--- config.mk ---
export PLATFORM = sky130hd
export DESIGN_NAME = apr_ctrl
export DESIGN_NICKNAME = d
export VERILOG_FILES = /design/src/design/apr_pkg.sv /design/src/design/apr_ctrl.sv
export VERILOG_INCLUDE_DIRS = /design/src /design/src/design
export SDC_FILE = /design/constraint.sdc
export NUM_CORES = 1
export LEC_CHECK = 0
export ABC_CLOCK_PERIOD_IN_PS = 2730
export BUFFER_PORTS_ARGS = -buffer_cell sky130_fd_sc_hd__buf_4
export CAP_MARGIN = 20
export CORE_MARGIN = 3
export CORE_UTILIZATION = 30
export DETAILED_ROUTE_END_ITERATION = 7
export PLACE_DENSITY_LB_ADDON = 0.3
export SYNTH_ARGS = -nofsm -noshare
export SYNTH_HDL_FRONTEND = slang
export SYNTH_SLANG_ARGS = --single-unit
export TNS_END_PERCENT = 30
--- constraint.sdc ---
create_clock -name i_clk -period 2.73 [get_ports i_clk]
set_clock_uncertainty 0.2 [all_clocks]
set_input_delay 0.546 -clock i_clk [delete_from_list [all_inputs] [get_ports i_clk]]
set_output_delay 0.546 -clock i_clk [all_outputs]
set_load 0.05 [all_outputs]
--- src/design/aging_page_replacement_assert.svh ---
// Assertion macros shared by the aging page replacement modules.
`ifndef AGING_PAGE_REPLACEMENT_ASSERT_SVH
`define AGING_PAGE_REPLACEMENT_ASSERT_SVH
`ifndef ASSERT_OFF
`define APR_ASSERT_IMPLY(lbl, ante, cons) \
    lbl: assert property (@(posedge i_clk) disable iff (!i_rst_n) (ante) |-> (cons)) \
        else $error("apr assertion failed");
`define APR_ASSERT_NEXT(lbl, ante, cons) \
    lbl: assert property (@(posedge i_clk) disable iff (!i_rst_n) (ante) |=> (cons)) \
        else $error("apr assertion failed");
`else
`define APR_ASSERT_IMPLY(lbl, ante, cons)
`define APR_ASSERT_NEXT(lbl, ante, cons)
`endif
`endif

--- src/design/apr_pkg.sv ---
// Types, constants and command/status structs of the aging page replacement block.
package apr_pkg;
    localparam int MAX_PROCESSES  = 8;
    localparam int MAX_PAGES      = 64;
    localparam int MAX_FRAMES     = 64;
    localparam int AGE_BITS       = 8;
    localparam int MAX_PAGE_BYTES = 4096;
    localparam int ENTRIES        = MAX_PROCESSES * MAX_PAGES;

    localparam logic [1:0] CFG_PAGE_BYTES = 2'd0;
    localparam logic [1:0] CFG_PAGES      = 2'd1;
    localparam logic [1:0] CFG_FRAMES     = 2'd2;
    localparam logic [1:0] CFG_PROCESSES  = 2'd3;

    typedef struct packed {
        logic                present;
        logic                refd;
        logic                dirty;
        logic [5:0]          frame;
        logic [AGE_BITS-1:0] counter;
    } t_entry;

    typedef enum logic [11:0] {
        ST_CLEAR = 12'b0000_0000_0001,
        ST_IDLE  = 12'b0000_0000_0010,
        ST_DIV   = 12'b0000_0000_0100,
        ST_CHK   = 12'b0000_0000_1000,
        ST_CUR   = 12'b0000_0001_0000,
        ST_SRCH  = 12'b0000_0010_0000,
        ST_SDRN  = 12'b0000_0100_0000,
        ST_EVCT  = 12'b0000_1000_0000,
        ST_LOAD  = 12'b0001_0000_0000,
        ST_AGE   = 12'b0010_0000_0000,
        ST_ADRN  = 12'b0100_0000_0000,
        ST_DONE  = 12'b1000_0000_0000
    } t_state;

    typedef struct packed {
        logic clr_step;
        logic load_in;
        logic div_step;
        logic chk;
        logic cap_cur;
        logic scan_init;
        logic scan_next;
        logic age_mode;
        logic evict;
        logic load;
        logic out_load;
    } t_cmd;

    typedef struct packed {
        logic clr_last;
        logic div_last;
        logic bad;
        logic cur_present;
        logic room;
        logic scan_end;
        logic odd;
    } t_stat;
endpackage

--- src/design/apr_ctrl.sv ---
// Controller state machine sequencing divide, lookup, victim search, load and aging.
`include "aging_page_replacement_assert.svh"
module apr_ctrl import apr_pkg::*; (
    input  logic  i_clk,
    input  logic  i_rst_n,
    input  logic  s_axis_tvalid,
    output logic  s_axis_tready,
    output logic  m_axis_tvalid,
    input  logic  m_axis_tready,
    input  t_stat i_stat,
    output t_cmd  o_cmd
);
    t_state r_state, n_state;
    logic   r_oval, n_oval;
    logic   out_free;

    assign out_free      = !r_oval || m_axis_tready;
    assign s_axis_tready = (r_state == ST_IDLE);
    assign m_axis_tvalid = r_oval;

    always_comb begin
        n_state = r_state;
        o_cmd   = '0;
        case (r_state)
            ST_CLEAR: begin
                o_cmd.clr_step = 1'b1;
                if (i_stat.clr_last) n_state = ST_IDLE;
            end
            ST_IDLE: begin
                if (s_axis_tvalid) begin
                    o_cmd.load_in = 1'b1;
                    n_state = ST_DIV;
                end
            end
            ST_DIV: begin
                o_cmd.div_step = 1'b1;
                if (i_stat.div_last) n_state = ST_CHK;
            end
            ST_CHK: begin
                o_cmd.chk = 1'b1;
                n_state = i_stat.bad ? ST_DONE : ST_CUR;
            end
            ST_CUR: begin
                o_cmd.cap_cur = 1'b1;
                if (i_stat.cur_present || i_stat.room) begin
                    n_state = ST_LOAD;
                end else begin
                    o_cmd.scan_init = 1'b1;
                    n_state = ST_SRCH;
                end
            end
            ST_SRCH: begin
                o_cmd.scan_next = 1'b1;
                if (i_stat.scan_end) n_state = ST_SDRN;
            end
            ST_SDRN: n_state = ST_EVCT;
            ST_EVCT: begin
                o_cmd.evict = 1'b1;
                n_state = ST_LOAD;
            end
            ST_LOAD: begin
                o_cmd.load = 1'b1;
                if (i_stat.odd) begin
                    o_cmd.scan_init = 1'b1;
                    n_state = ST_AGE;
                end else begin
                    n_state = ST_DONE;
                end
            end
            ST_AGE: begin
                o_cmd.scan_next = 1'b1;
                o_cmd.age_mode  = 1'b1;
                if (i_stat.scan_end) n_state = ST_ADRN;
            end
            ST_ADRN: begin
                o_cmd.age_mode = 1'b1;
                n_state = ST_DONE;
            end
            ST_DONE: begin
                if (out_free) begin
                    o_cmd.out_load = 1'b1;
                    n_state = ST_IDLE;
                end
            end
            default: n_state = ST_CLEAR;
        endcase
    end

    always_comb begin
        n_oval = r_oval;
        if (m_axis_tready) n_oval = 1'b0;
        if (o_cmd.out_load) n_oval = 1'b1;
    end

    always_ff @(posedge i_clk) begin
        if (!i_rst_n) begin
            r_state <= ST_CLEAR;
            r_oval  <= 1'b0;
        end else begin
            r_state <= n_state;
            r_oval  <= n_oval;
        end
    end

    `APR_ASSERT_NEXT(a_accept_div, s_axis_tvalid && s_axis_tready, r_state == ST_DIV)
    `APR_ASSERT_NEXT(a_done_out, (r_state == ST_DONE) && out_free, m_axis_tvalid)
endmodule

## After elaboration in Yosys (flattened, before gate mapping)

Index checks and enable logic that the tools add are counted.
Widths: inputs -> output; s select.

- Output and inout bits: 13
- Bits in registers: 13

- Mux-type cells: 27
- Reductions and logical operators: 7
- Equal/unequal tests: 18

Operators by type and width:

| cell | number |
|---|---|
| $pmux 12 s12 | 1 |
| $mux 12 | 8 |
| $mux 1 | 16 |
| $eq 12x1->1 const B | 1 |
| $eq 12x10->1 const B | 1 |
| $eq 12x11->1 const B | 1 |
| $eq 12x12->1 const B | 1 |
| $eq 12x2->1 const B | 1 |
| $eq 12x3->1 const B | 1 |
| $eq 12x4->1 const B | 1 |
| $eq 12x5->1 const B | 1 |
| $eq 12x6->1 const B | 1 |
| $eq 12x7->1 const B | 1 |
| $eq 12x8->1 const B | 1 |
| $eq 12x9->1 const B | 1 |
| $ne 2x2->1 const B | 6 |
| $mux 9 | 1 |
| $reduce_and 6->1 | 1 |
| $reduce_or 2->1 | 2 |
| $logic_or 1x1->1 | 2 |
| $pmux 1 s2 | 1 |
| $reduce_bool 2->1 | 1 |
| $logic_not 1->1 | 1 |

## Logic depth before layout (Yosys ltp)

- Depth after elaboration: 5
- Mapped depth: 7

## Worst setup path after synthesis

No wires, ideal clock.

- Path kind: register to output
- Start: reg r_state[5]
- End: out o_cmd[1] in the netlist's numbering
- Stages on the path, launching flop included: 5
- Path slack: -796 ps
- Data arrival time: 2,780 ps
- Cell sequence: dfxtp_1 > buf_6 > or4_4 > or3_4 > nor4_1

RTL lines:

| element | line | source |
|---|---|---|
| start: declaration | apr_ctrl.sv:13 | `t_state r_state, n_state;` |
| start signal: assignment | apr_ctrl.sv:100 | `r_state <= n_state;` |
| end: declaration | apr_ctrl.sv:11 | `output t_cmd o_cmd` |

==> summary.txt <==
Status: finished with violations
Failing checks: negative setup slack
Placed insts: 190
Antenna violations before repair: 0
Post-synth EDFFs: 0
Total CTS buffers: 3
Leakage power total: 0.5636 nW
Max-cap viol count: 0
WHS Path Cells: 2
Initial Util: 0.3236
CORE AREA: 0.003128 mm2
Post-Synth XOR/XNOR Area: 0.05192
Grt ovf: 0
CTS tree: yes
Vias in the first global route: 1005
Syn Area/Cell: 8.229 um2
Required time of the critical path: 1.98 ns
Final std cells w/o fill: 197
Tot GR Track Use: 0.1442
Vias post-DR: 1021
Synthesized flop and latch total: 13
Post-synthesis mux area share: 0
Synth Instances: 123
DP HPWL: 2.066 mm
Final setup viols: 3
Final nets: 165
F_max: 0.3610 GHz
Main combinational cell family by area after synthesis: simple AND/OR/NAND/NOR gates
CP Max Fanout: 9
Sequential area share after synthesis: 0.2571
Internal power consumption: 0.4273 mW
Main area contributors after synthesis: dfxtp_1, buf_6, nor2_1
Adder-Cell Fraction of Synth Area: 0
WS Path Type: register to primary output
Area leader, netlist: dfxtp_1
Bufs on Longest Clock Path: 2
Remaining antenna violation count after routing: 0
Period utilisation layout: 1.015
Synth top cells by count: dfxtp_1, nor2_1, nand2_1, nand3_1, nor3_1
Via density: 5.183
Count of cell types in the netlist: 42
Die Ht: 64.09 um
Top_reg_cell synth: dfxtp_1
Syn_nets: 134
Final hold vios: 0
Port Buf Inserts: 23
Post-synth top area share: 0.2571
DRT iter0 DRCs: 58
Clock Power Share: 0.173
Synth Cell Area: 0.001012 mm2
CP arrival: 2.02 ns
Clock sink count: 13
Synth Area in Compound Gates: 0.1075
P_sw: 0.3232 mW
Simple-Gate Fraction of Synth Area: 0.4685
Final Max Slew Viols: 0
Hold Path Class: register to register
Final Critical Period: 2.770 ns
Pwr dens: 549.8 mW/mm2
Async SR Flop Fraction: 0
WL final: 2.925 mm
Reg clk slew, reported paths: 0.09 ns
Share of layout cells above drive strength 1: 0.4248
Sequential Power Share: 0.279
Htree depth: 1
Startpoint Class: register
Global-route wire length before repair: 4.650 mm
Least-Margin Pin Slew: 0.4443 ns
Hold Buf Count CTS: 0
Ant diodes: 0
P&R area growth vs syn: 34.86%
RSZ-0062 raised after global routing: yes
IO Pins: 24
DRT Pass-1 Iters: 4
Yosys warnings: 0
Die ar.: 0.004107 mm2
Fin Setup TNS: -0.09027 ns
Worst vdd ir: 0.4416 mV
Wire per inst: 14.85 um
Setup ws final: -0.03977 ns
Root Buffer: clkbuf_4
Rows: 20
Sw Ratio: 0.4307
Skew-Pair Late Insertion Delay: 0.30 ns
Die Wd: 64.09 um
Most common cell in the netlist: dfxtp_1
Filler cells: 319
R2R depth: 7
Largest net degree at the start of global routing: 12
Final weighted congestion in routability-driven placement: 0.8588
Comb pwr share: 0.548
DRC: 0
Slew headroom: 0.7034
Crit end category: primary output
[through the flow]
stage,hold WS [ns],setup slack [ns],utilization,power (mW),area [um2]
floorplan,0.3494,-0.2334,-,0.5060,1036
global placement,0.2909,0.2180,0.3968,0.5924,1241
detailed placement,0.3076,0.2278,0.3968,0.5945,1241
CTS,0.3145,-0.04061,0.4112,0.7355,1286
global route,0.3155,-0.1106,0.4364,0.8041,1365
finish,0.3250,-0.03977,0.4364,0.7505,1365
[layout make-up]
class	instances	area (um2)	area share
inverter	3	11.26	0.008249
clock buffer	4	26.28	0.01925
tap	44	55.05	0.04033
timing repair buffer	37	300.3	0.2200
sequential	13	266.5	0.1952
multi-input combinational	96	705.7	0.5170
[worst max-delay path, stage by stage, from the launching register on]
cell,delay (ns)
dfxtp_1,0.45
or4_4,0.50
nor2_2,0.20
nand3_1,0.13
inv_1,0.12
and2_1,0.13
buf_4,0.19
[sequential cells by signal (all words and copies together) (netlist names)]
register / flops
m_axis_tvalid: 1
r_state: 12
[cell families after synthesis]
logic type,after synthesis
flip-flops,13
buffers and inverters,14
XOR/XNOR,6
AO/OA/AOI/OAI,15
AND/OR/NAND/NOR,75
[worst paths after layout]
check	start	to	slack (ns)
worst max register to register	r_state[3]	r_state[6]	0.50
worst min-delay path	m_axis_tvalid	m_axis_tvalid	0.32
worst max-delay path	r_state[7]	o_cmd[9]	-0.04
worst min register to register	m_axis_tvalid	m_axis_tvalid	0.32
[layer usage]
layer	GRT usage	wire, um	vias up
met5	0	0	-
met2	0.2271	1460	27
met3	0.04042	118	8
li1	-	-	504
met4	0.06739	74	0
met1	0.1803	1273	482
[layout by cell type (no fill, tap or decap), types with 3 or more instances in the layout]
cell type | netlist | final
buf_4 | 3 | 32
nor2_1 | 12 | 11
dfxtp_1 | 13 | 10
nand3_1 | 8 | 8
nor3_1 | 7 | 6
nand2_1 | 8 | 6
a21oi_1 | 5 | 5
nor4_4 | 2 | 4
xor2_1 | 4 | 4
buf_6 | 4 | 4
nand2b_1 | 3 | 3
or4_4 | 2 | 3
inv_1 | 3 | 3
nor4_1 | 6 | 3
or2_2 | 3 | 3
nor4b_1 | 3 | 3
clkbuf_4 | 0 | 3
[power by group through the flow]
stage                     combinational [mW]  sequential, mW  clock (mW)
after floorplan                        0.295           0.211           0
after global placement                 0.378           0.215           0
after detailed placement               0.379           0.215           0
after CTS                              0.390           0.210       0.135
after global routing                   0.450           0.212       0.142
final                                  0.411           0.209       0.130
[repair_timing]
item                                    CTS  global route
pin swaps                                 1             7
endpoints found under the setup margin    4             7
setup buffers                             0             3
resized for setup                         6            13
Power figures use the tool's default switching activity.
